File: src/rtl/keyed_record_table_defines.svh
// Assertion macros for the keyed record table.
// Included by the RTL files that carry concurrent checks; needs clk and rst_n in scope.
`ifndef KEYED_RECORD_TABLE_DEFINES_SVH
`define KEYED_RECORD_TABLE_DEFINES_SVH
`ifndef ASSERT_OFF
// Overlapping implication, sampled on the rising edge of clk, off during reset.
`define KRT_ASSERT_IMP(label, cond, prop) \
    label: assert property (@(posedge clk) disable iff (!rst_n) (cond) |-> (prop)) \
        else $error("keyed_record_table: overlapping check failed");
// Next-cycle implication, sampled on the rising edge of clk, off during reset.
`define KRT_ASSERT_NXT(label, cond, prop) \
    label: assert property (@(posedge clk) disable iff (!rst_n) (cond) |=> (prop)) \
        else $error("keyed_record_table: next-cycle check failed");
`else
`define KRT_ASSERT_IMP(label, cond, prop)
`define KRT_ASSERT_NXT(label, cond, prop)
`endif
`endif

File: src/rtl/krt_pkg.sv
// Package for the keyed record table: record layout, operation and status codes,
// controller states and port widths. No dependencies.
package krt_pkg;

    localparam int ENTRIES_DEF = 16;
    localparam int IN_DATA_W   = 72;
    localparam int IN_USER_W   = 5;
    localparam int OUT_USER_W  = 2;
    // Fixed record fields in the output tdata, below the entry count.
    localparam int REC_W       = 50;

    typedef struct packed {
        logic [15:0] owner;
        logic [9:0]  capacity;
        logic [7:0]  credits;
        logic [15:0] id;
    } record_t;

    typedef enum logic [2:0] {
        F_ADD     = 3'd0,
        F_SEARCH  = 3'd1,
        F_UPDATE  = 3'd2,
        F_DEL_KEY = 3'd3,
        F_DEL_OLD = 3'd4
    } func_t;

    typedef enum logic [1:0] {
        SEL_ID       = 2'd0,
        SEL_CREDITS  = 2'd1,
        SEL_CAPACITY = 2'd2,
        SEL_OWNER    = 2'd3
    } field_sel_t;

    typedef enum logic [1:0] {
        STAT_OK       = 2'd0,
        STAT_NOTFOUND = 2'd1,
        STAT_FULL     = 2'd2,
        STAT_EMPTY    = 2'd3
    } status_t;

    typedef enum logic [1:0] {
        S_IDLE,
        S_SCAN,
        S_SHIFT,
        S_OLDEST
    } state_t;

endpackage

File: src/rtl/keyed_record_table.sv
// Keyed record table, top level; uses krt_pkg and keyed_record_table_defines.svh.
// Records live in one synchronous memory organized as a ring: logical position 0 (the newest)
// sits at the head pointer. Add, unused codes, add on a full table and the other operations on an
// empty table are answered directly; delete oldest reads the oldest record first; search and update
// scan from the newest record until the key matches or all records are read; delete by key scans
// the same way, then moves the newer records one place toward the oldest end. The single memory
// read port, one entry per cycle, paces the scans.
// The next transfer is taken only once the table is idle and the result register is free or
// being drained. Memory contents need no initialization after reset.
`include "keyed_record_table_defines.svh"

module keyed_record_table #(
    parameter int  ENTRIES    = krt_pkg::ENTRIES_DEF,
    localparam int CNT_W      = $clog2(ENTRIES + 1),
    localparam int OUT_DATA_W = ((krt_pkg::REC_W + CNT_W + 7) / 8) * 8
) (
    input  logic                           clk,
    input  logic                           rst_n,
    input  logic                           s_axis_tvalid,
    output logic                           s_axis_tready,
    // key_id[15:0], credits[23:16], capacity[33:24], prof_id[49:34], value[65:50], zero fill
    input  logic [krt_pkg::IN_DATA_W-1:0]  s_axis_tdata,
    // func[2:0], field_sel[4:3]
    input  logic [krt_pkg::IN_USER_W-1:0]  s_axis_tuser,
    output logic                           m_axis_tvalid,
    input  logic                           m_axis_tready,
    // found_id[15:0], found_credits[23:16], found_capacity[33:24], found_prof_id[49:34],
    // entry_count above that, zero fill
    output logic [OUT_DATA_W-1:0]          m_axis_tdata,
    // status[1:0]
    output logic [krt_pkg::OUT_USER_W-1:0] m_axis_tuser
);
    import krt_pkg::*;

    localparam int IDX_W = $clog2(ENTRIES);

    function automatic logic [IDX_W-1:0] phys(input logic [IDX_W-1:0] head,
                                              input logic [IDX_W-1:0] pos);
        logic [IDX_W:0] sum;
        sum = {1'b0, head} + {1'b0, pos};
        if (sum >= (IDX_W + 1)'(ENTRIES))
        begin
            sum = sum - (IDX_W + 1)'(ENTRIES);
        end
        return sum[IDX_W-1:0];
    endfunction

    // Record memory.
    record_t        mem [ENTRIES];
    record_t        rd_data_reg;
    logic           mem_we;
    logic           mem_re;
    logic [IDX_W-1:0] mem_waddr;
    logic [IDX_W-1:0] mem_raddr;
    record_t        mem_wdata;

    // Control state.
    state_t           state_reg, state_next;
    logic [CNT_W-1:0] count_reg, count_next;
    logic [IDX_W-1:0] head_reg, head_next;
    logic [CNT_W-1:0] issue_reg, issue_next;
    logic             rd_pend_reg, rd_pend_next;
    logic [IDX_W-1:0] rd_pos_reg, rd_pos_next;

    // Captured operation.
    func_t            func_reg, func_next;
    logic [15:0]      key_reg, key_next;
    field_sel_t       sel_reg, sel_next;
    logic [15:0]      val_reg, val_next;

    // Result register.
    logic             out_valid_reg, out_valid_next;
    status_t          out_status_reg, out_status_next;
    record_t          out_rec_reg, out_rec_next;
    logic [CNT_W-1:0] out_count_reg, out_count_next;
    logic             out_load;
    logic             out_free;

    // Input fields.
    func_t            in_func;
    field_sel_t       in_sel;
    record_t          in_rec;
    logic             in_accept;

    logic             hit;
    record_t          upd_rec;
    logic [IDX_W-1:0] head_dec;
    logic [IDX_W-1:0] head_inc;
    logic [IDX_W-1:0] last_pos;
    logic             add_room;
    logic             shift_done;

    assign in_func         = func_t'(s_axis_tuser[2:0]);
    assign in_sel          = field_sel_t'(s_axis_tuser[4:3]);
    assign in_rec.id       = s_axis_tdata[15:0];
    assign in_rec.credits  = s_axis_tdata[23:16];
    assign in_rec.capacity = s_axis_tdata[33:24];
    assign in_rec.owner    = s_axis_tdata[49:34];

    assign out_free  = !out_valid_reg || m_axis_tready;
    assign in_accept = s_axis_tvalid && s_axis_tready;

    assign hit      = rd_pend_reg && (rd_data_reg.id == key_reg);
    assign head_dec = (head_reg == '0) ? IDX_W'(ENTRIES - 1) : head_reg - 1'b1;
    assign head_inc = (head_reg == IDX_W'(ENTRIES - 1)) ? '0 : head_reg + 1'b1;
    assign last_pos = IDX_W'(count_reg - 1'b1);

    // Selected field overwritten, with saturation for the narrow fields.
    always_comb
    begin
        upd_rec = rd_data_reg;
        case (sel_reg)
            SEL_ID:       upd_rec.id = val_reg;
            SEL_CREDITS:  upd_rec.credits = (|val_reg[15:8]) ? 8'hFF : val_reg[7:0];
            SEL_CAPACITY: upd_rec.capacity = (|val_reg[15:10]) ? 10'h3FF : val_reg[9:0];
            SEL_OWNER:    upd_rec.owner = val_reg;
            default:      upd_rec = rd_data_reg;
        endcase
    end

    always_comb
    begin
        state_next      = state_reg;
        count_next      = count_reg;
        head_next       = head_reg;
        issue_next      = issue_reg;
        rd_pend_next    = 1'b0;
        rd_pos_next     = rd_pos_reg;
        func_next       = func_reg;
        key_next        = key_reg;
        sel_next        = sel_reg;
        val_next        = val_reg;
        mem_we          = 1'b0;
        mem_waddr       = head_reg;
        mem_wdata       = in_rec;
        mem_re          = 1'b0;
        mem_raddr       = head_reg;
        out_load        = 1'b0;
        out_status_next = STAT_OK;
        out_rec_next    = '0;
        out_count_next  = count_reg;
        s_axis_tready   = 1'b0;

        case (state_reg)
            S_IDLE:
            begin
                s_axis_tready = out_free;
                if (in_accept)
                begin
                    func_next = in_func;
                    key_next  = s_axis_tdata[15:0];
                    sel_next  = in_sel;
                    val_next  = s_axis_tdata[65:50];
                    case (in_func)
                        F_ADD:
                        begin
                            out_load = 1'b1;
                            if (count_reg == CNT_W'(ENTRIES))
                            begin
                                out_status_next = STAT_FULL;
                            end
                            else
                            begin
                                mem_we         = 1'b1;
                                mem_waddr      = head_dec;
                                head_next      = head_dec;
                                count_next     = count_reg + 1'b1;
                                out_count_next = count_reg + 1'b1;
                            end
                        end
                        F_SEARCH, F_UPDATE, F_DEL_KEY:
                        begin
                            if (count_reg == '0)
                            begin
                                out_load        = 1'b1;
                                out_status_next = STAT_EMPTY;
                            end
                            else
                            begin
                                issue_next = '0;
                                state_next = S_SCAN;
                            end
                        end
                        F_DEL_OLD:
                        begin
                            if (count_reg == '0)
                            begin
                                out_load        = 1'b1;
                                out_status_next = STAT_EMPTY;
                            end
                            else
                            begin
                                mem_re     = 1'b1;
                                mem_raddr  = phys(head_reg, last_pos);
                                state_next = S_OLDEST;
                            end
                        end
                        default:
                        begin
                            out_load = 1'b1;
                        end
                    endcase
                end
            end

            S_SCAN:
            begin
                // One read issued per cycle; the compare sees that read's data in the following cycle.
                if (hit)
                begin
                    out_load     = 1'b1;
                    out_rec_next = rd_data_reg;
                    state_next   = S_IDLE;
                    case (func_reg)
                        F_UPDATE:
                        begin
                            mem_we       = 1'b1;
                            mem_waddr    = phys(head_reg, rd_pos_reg);
                            mem_wdata    = upd_rec;
                            out_rec_next = upd_rec;
                        end
                        F_DEL_KEY:
                        begin
                            out_count_next = count_reg - 1'b1;
                            issue_next     = CNT_W'(rd_pos_reg);
                            state_next     = S_SHIFT;
                        end
                        default:
                        begin
                            out_rec_next = rd_data_reg;
                        end
                    endcase
                end
                else if (issue_reg == count_reg)
                begin
                    out_load        = 1'b1;
                    out_status_next = STAT_NOTFOUND;
                    state_next      = S_IDLE;
                end
                else
                begin
                    mem_re       = 1'b1;
                    mem_raddr    = phys(head_reg, issue_reg[IDX_W-1:0]);
                    rd_pos_next  = issue_reg[IDX_W-1:0];
                    rd_pend_next = 1'b1;
                    issue_next   = issue_reg + 1'b1;
                end
            end

            S_SHIFT:
            begin
                // Each newer record moves one place toward the oldest end, then the head
                // steps over the stale copy at the front.
                if (rd_pend_reg)
                begin
                    mem_we    = 1'b1;
                    mem_waddr = phys(head_reg, IDX_W'(rd_pos_reg + 1'b1));
                    mem_wdata = rd_data_reg;
                end
                if (issue_reg != '0)
                begin
                    mem_re       = 1'b1;
                    mem_raddr    = phys(head_reg, IDX_W'(issue_reg - 1'b1));
                    rd_pos_next  = IDX_W'(issue_reg - 1'b1);
                    rd_pend_next = 1'b1;
                    issue_next   = issue_reg - 1'b1;
                end
                else if (!rd_pend_reg)
                begin
                    head_next  = head_inc;
                    count_next = count_reg - 1'b1;
                    state_next = S_IDLE;
                end
            end

            S_OLDEST:
            begin
                out_load       = 1'b1;
                out_rec_next   = rd_data_reg;
                out_count_next = count_reg - 1'b1;
                count_next     = count_reg - 1'b1;
                state_next     = S_IDLE;
            end

            default:
            begin
                state_next = S_IDLE;
            end
        endcase

        if (out_load)
        begin
            out_valid_next = 1'b1;
        end
        else if (m_axis_tready)
        begin
            out_valid_next = 1'b0;
        end
        else
        begin
            out_valid_next = out_valid_reg;
        end
    end

    always_ff @(posedge clk)
    begin
        if (mem_we)
        begin
            mem[mem_waddr] <= mem_wdata;
        end
        if (mem_re)
        begin
            rd_data_reg <= mem[mem_raddr];
        end
    end

    always_ff @(posedge clk or negedge rst_n)
    begin
        if (!rst_n)
        begin
            state_reg     <= S_IDLE;
            count_reg     <= '0;
            head_reg      <= '0;
            issue_reg     <= '0;
            rd_pend_reg   <= 1'b0;
            out_valid_reg <= 1'b0;
        end
        else
        begin
            state_reg     <= state_next;
            count_reg     <= count_next;
            head_reg      <= head_next;
            issue_reg     <= issue_next;
            rd_pend_reg   <= rd_pend_next;
            out_valid_reg <= out_valid_next;
        end
    end

    always_ff @(posedge clk)
    begin
        rd_pos_reg <= rd_pos_next;
        func_reg   <= func_next;
        key_reg    <= key_next;
        sel_reg    <= sel_next;
        val_reg    <= val_next;
        if (out_load)
        begin
            out_status_reg <= out_status_next;
            out_rec_reg    <= out_rec_next;
            out_count_reg  <= out_count_next;
        end
    end

    assign m_axis_tvalid = out_valid_reg;
    assign m_axis_tuser  = out_status_reg;
    assign m_axis_tdata  = OUT_DATA_W'({out_count_reg, out_rec_reg});

    assign add_room   = in_accept && (in_func == F_ADD) && (count_reg != CNT_W'(ENTRIES));
    assign shift_done = (state_reg == S_SHIFT) && (state_next == S_IDLE);

    `KRT_ASSERT_IMP(a_count_bound, 1'b1, count_reg <= CNT_W'(ENTRIES))
    `KRT_ASSERT_IMP(a_result_not_lost, out_load, out_free)
    `KRT_ASSERT_IMP(a_scan_in_range, mem_re && (state_reg == S_SCAN), issue_reg < count_reg)
    `KRT_ASSERT_NXT(a_add_grows, add_room, count_reg == $past(count_reg) + 1'b1)
    `KRT_ASSERT_NXT(a_shift_shrinks, shift_done, count_reg == $past(count_reg) - 1'b1)

endmodule
File: config.mk
export PLATFORM = sky130hd
export DESIGN_NAME = keyed_record_table
export DESIGN_NICKNAME = d
export VERILOG_FILES = /design/src/rtl/krt_pkg.sv /design/src/rtl/keyed_record_table.sv
export VERILOG_INCLUDE_DIRS = /design/src /design/src/rtl
export SDC_FILE = /design/constraint.sdc
export NUM_CORES = 1
export LEC_CHECK = 0
export BUFFER_PORTS_ARGS = -buffer_cell sky130_fd_sc_hd__buf_4
export CORE_ASPECT_RATIO = 1.1
export CORE_UTILIZATION = 48
export CTS_CLUSTER_DIAMETER = 40
export CTS_CLUSTER_SIZE = 14
export DETAILED_ROUTE_END_ITERATION = 8
export GPL_ROUTABILITY_DRIVEN = 0
export MAX_ROUTING_LAYER = met4
export PLACE_DENSITY = 0.67
export SYNTH_ARGS = -nofsm -noshare
export SYNTH_HDL_FRONTEND = slang
export SYNTH_SLANG_ARGS = --single-unit
export TNS_END_PERCENT = 100
File: constraint.sdc
create_clock -name clk -period 5.5 [get_ports clk]
set_input_delay 0.825 -clock clk [delete_from_list [all_inputs] [get_ports clk]]
set_output_delay 0.825 -clock clk [all_outputs]
set_load 0.1 [all_outputs]
==> out/metrics.csv <==
stage;metric;value;unit
outcome;outcome;finished clean;
cts;clk_latency;700;ps
detailed_routing;initialDrtViolationCount;2439;
run;drv_cap;0;
synth;syn_area_per_cell;15.6;um2
worst_hold_path;whs_path_depth;1;
setup_path;r2r_slack;850;ps
timing;setup_tns;0;ps
detailed_routing;drcViolationCount;0;
timing;tightest_slew;1150;ps
placed_design;placed_cells;3970;
cts;numCtsBuffers;117;
grt;global_route.usage.total;24.6;%
placed_design;place_hpwl;62.4;mm
timing;min_period_over_period;84.5;%
synth;syn_area;42400;um2
timing;skew;49.3;ps
detailed_routing;ant_nets;0;
cells_and_area;mostFrequentLayoutCells;948 x edfxtp_1, 788 x mux2i_1, 234 x buf_4, 147 x nand2_1, 124 x o21ai_0;
cts;htreeDepth;3;
timing;setup_violations;0;
setup_path;cp-end-kind;flop;
grt;grt_pass1_vias;24400;
setup_path;required;5800;ps
worst_hold_path;hold_path.startpoint;s_axis_tuser[3];
cts;cts_root_buffer;clkbuf_16;
synth;synth_cells;2727;
cts;cts.path.max_buffers;3;
cts;clk_pin_slew;60;ps
cts;cts_tree;done;
cells_and_area;n_fill_cell;6597;
detailed_routing;dr.pass1.iters;6;
worst_hold_path;hold_class;in -> reg;
setup_path;cp.arrival;4950;ps
timing;slew_viol_final;0;
cells_and_area;final_common_cell;edfxtp_1;
cts;cts_resized;0;
cells_and_area;layout-drive-gt1-share;16.8;%
setup_path;reg2reg_depth;12;
placed_design;port_buffers;133;
floorplanning;top_level_ports;141;
grt;grt_overflow;0;
timing;rsz0062_at_grt;no;
placed_design;postPlaceCellArea;45400;um2
timing;finalHoldViolations;0;
floorplanning;core_area;87000;um2
floorplanning;die_width;285;um
detailed_routing;post_drt_via_cell_ratio;5.93;
synth;synth-seq-cells;966;
worst_hold_path;worstHoldEndpoint;sel_reg[0];
synth;syn-num-nets;2842;
cts;clock_sinks;966;
setup_path;worstSetupPathType;reg -> reg;
grt;grt_max_degree;113;
floorplanning;dieArea;89500;um2
synth;synth-edff-count;948;
timing;timing.fmax;215;MHz
timing;maxSlewHeadroom;23.3;%
cells_and_area;largest_reg_flops;800;
cells_and_area;syn_to_final_growth;16.5;%
timing;hold_slack;306;ps
synth;yosysWarnings;0;
cells_and_area;instances_no_fill;4194;
floorplanning;die_h;314;um
floorplanning;initial_core_util;48.8;%
cts;post_cts_buffers;0;
setup_path;cp_max_fo;31;
grt;grt_first_pass_wirelength;157;mm
detailed_routing;avgRoutedWirePerCell;25.5;um
setup_path;r2r-end;mem[0][35];
synth;yosysSeqAreaShare;68.2;%
cts;ctsHoldBuffers;1;
timing;min_period;4650;ps
setup_path;cp-start-kind;flop;
cells_and_area;fin_area;49400;um2
synth;synthDistinctLibCells;57;
synth;async_reset_ff_share;1.86;%
setup_path;r2r-start;state_reg[1];
synth;yosys_most_used_dff;edfxtp_1;
detailed_routing;finalWirelength;107;mm
detailed_routing;vias;24900;
floorplanning;fp-row-count;113;
grt;antenna_found_initial;1;
cells_and_area;nets;3055;
[synth_stat cells, drive strengths merged (2+ instances only)]
| master | instances | area (um2) |
|---|---|---|
| and2 | 4 | 25.0 |
| xnor2 | 24 | 210 |
| o21a | 11 | 82.6 |
| nand3 | 20 | 100 |
| a221o | 7 | 70.1 |
| or2 | 7 | 43.8 |
| nor2 | 104 | 390 |
| nor2b | 5 | 31.3 |
| inv | 27 | 101 |
| o22ai | 15 | 93.8 |
| nor3 | 20 | 100 |
| buf | 84 | 551 |
| nand4 | 5 | 31.3 |
| o21ai | 129 | 646 |
| dfrtp | 18 | 450 |
| nand2 | 147 | 552 |
| nor3b | 7 | 57.6 |
| a31oi | 7 | 43.8 |
| and4 | 2 | 17.5 |
| a21oi | 66 | 342 |
| mux2i | 788 | 7890 |
| and3 | 5 | 31.3 |
| a22o | 33 | 289 |
| a221oi | 5 | 43.8 |
| a22oi | 35 | 263 |
| or4b | 3 | 30.0 |
| xor2 | 26 | 228 |
| nor4 | 6 | 37.5 |
| a21o | 6 | 45.0 |
| clkbuf | 78 | 293 |
| fa | 5 | 100 |
| o211ai | 4 | 30.0 |
| ha | 29 | 363 |
| edfxtp | 948 | 28500 |
| or3 | 2 | 12.5 |
| a31o | 12 | 105 |
| o221ai | 7 | 61.3 |
| nand2b | 14 | 87.6 |
[metal layers]
metal	share of wire, %	track usage (%)	wire length, um	vias up
met5	0	-	0	-
met4	2.6	7.66	2780	0
met3	8.5	4.76	9070	193
met2	47	38.2	50400	1092
met1	42	32.7	44800	12600
li1	-	-	-	11000
[worst max-delay path, cell delays in order, from the launching register on]
cell and delay [ps]:
dfrtp_1 420, inv_1 130, ha_1 610, and4_1 440, nand2b_1 310, nand2_1 200, o21ai_0 100, a221oi_1 300
a21oi_1 100, o21ai_0 430, nand2_1 380, nor2_4 210, buf_4 570
[logic make-up (layout without fill, tap and decap cells)]
kind of cell             Yosys count  count (layout)  share of synthesized area, %
AND/OR/NAND/NOR                  355             355                          3.73
multiplexers                     788             788                          18.6
buffers and inverters            189             503                          2.23
flip-flops                       966             966                          68.2
other                              1               4                       0.00884
adder cells (fa/ha/maj)           34              34                          1.09
XOR/XNOR                          50              50                          1.03
AO/OA/AOI/OAI                    344             344                          5.12
[metrics by stage]
stage / worst slack (ps) / util (%)
4_1_cts: 954 / 56.8
2_1_floorplan: -480 / -
5_1_grt: 680 / 56.8
6_report: 852 / 56.8
3_3_place_gp: 969 / 52.2
3_5_place_dp: 840 / 52.2
[worst max path at each step]
stage / startpoint / to / slack [ps]
floorplan: m_axis_tvalid / mem[10][0] / -480
global route: state_reg[1] / rd_data_reg[35] / 680
detailed placement: s_axis_tuser[1] / mem[0][2] / 840
CTS: state_reg[1] / mem[0][36] / 950
finish: state_reg[1] / mem[0][35] / 850
global placement: s_axis_tuser[1] / mem[5][48] / 970
[layout make-up]
cell class | count | area (um2) | area share, %
inverter | 27 | 101 | 0.205
sequential | 966 | 28900 | 58.5
timing repair buffer | 256 | 2190 | 4.43
antenna | 3 | 7.51 | 0.0152
clock buffer | 127 | 2990 | 6.04
tap | 1150 | 1440 | 2.91
multi-input combinational | 1572 | 12800 | 25.8
clock inverter | 93 | 1020 | 2.07
Power is not shown: default switching activity piles up to over one toggle a cycle in this logic, so the estimate is an artifact.
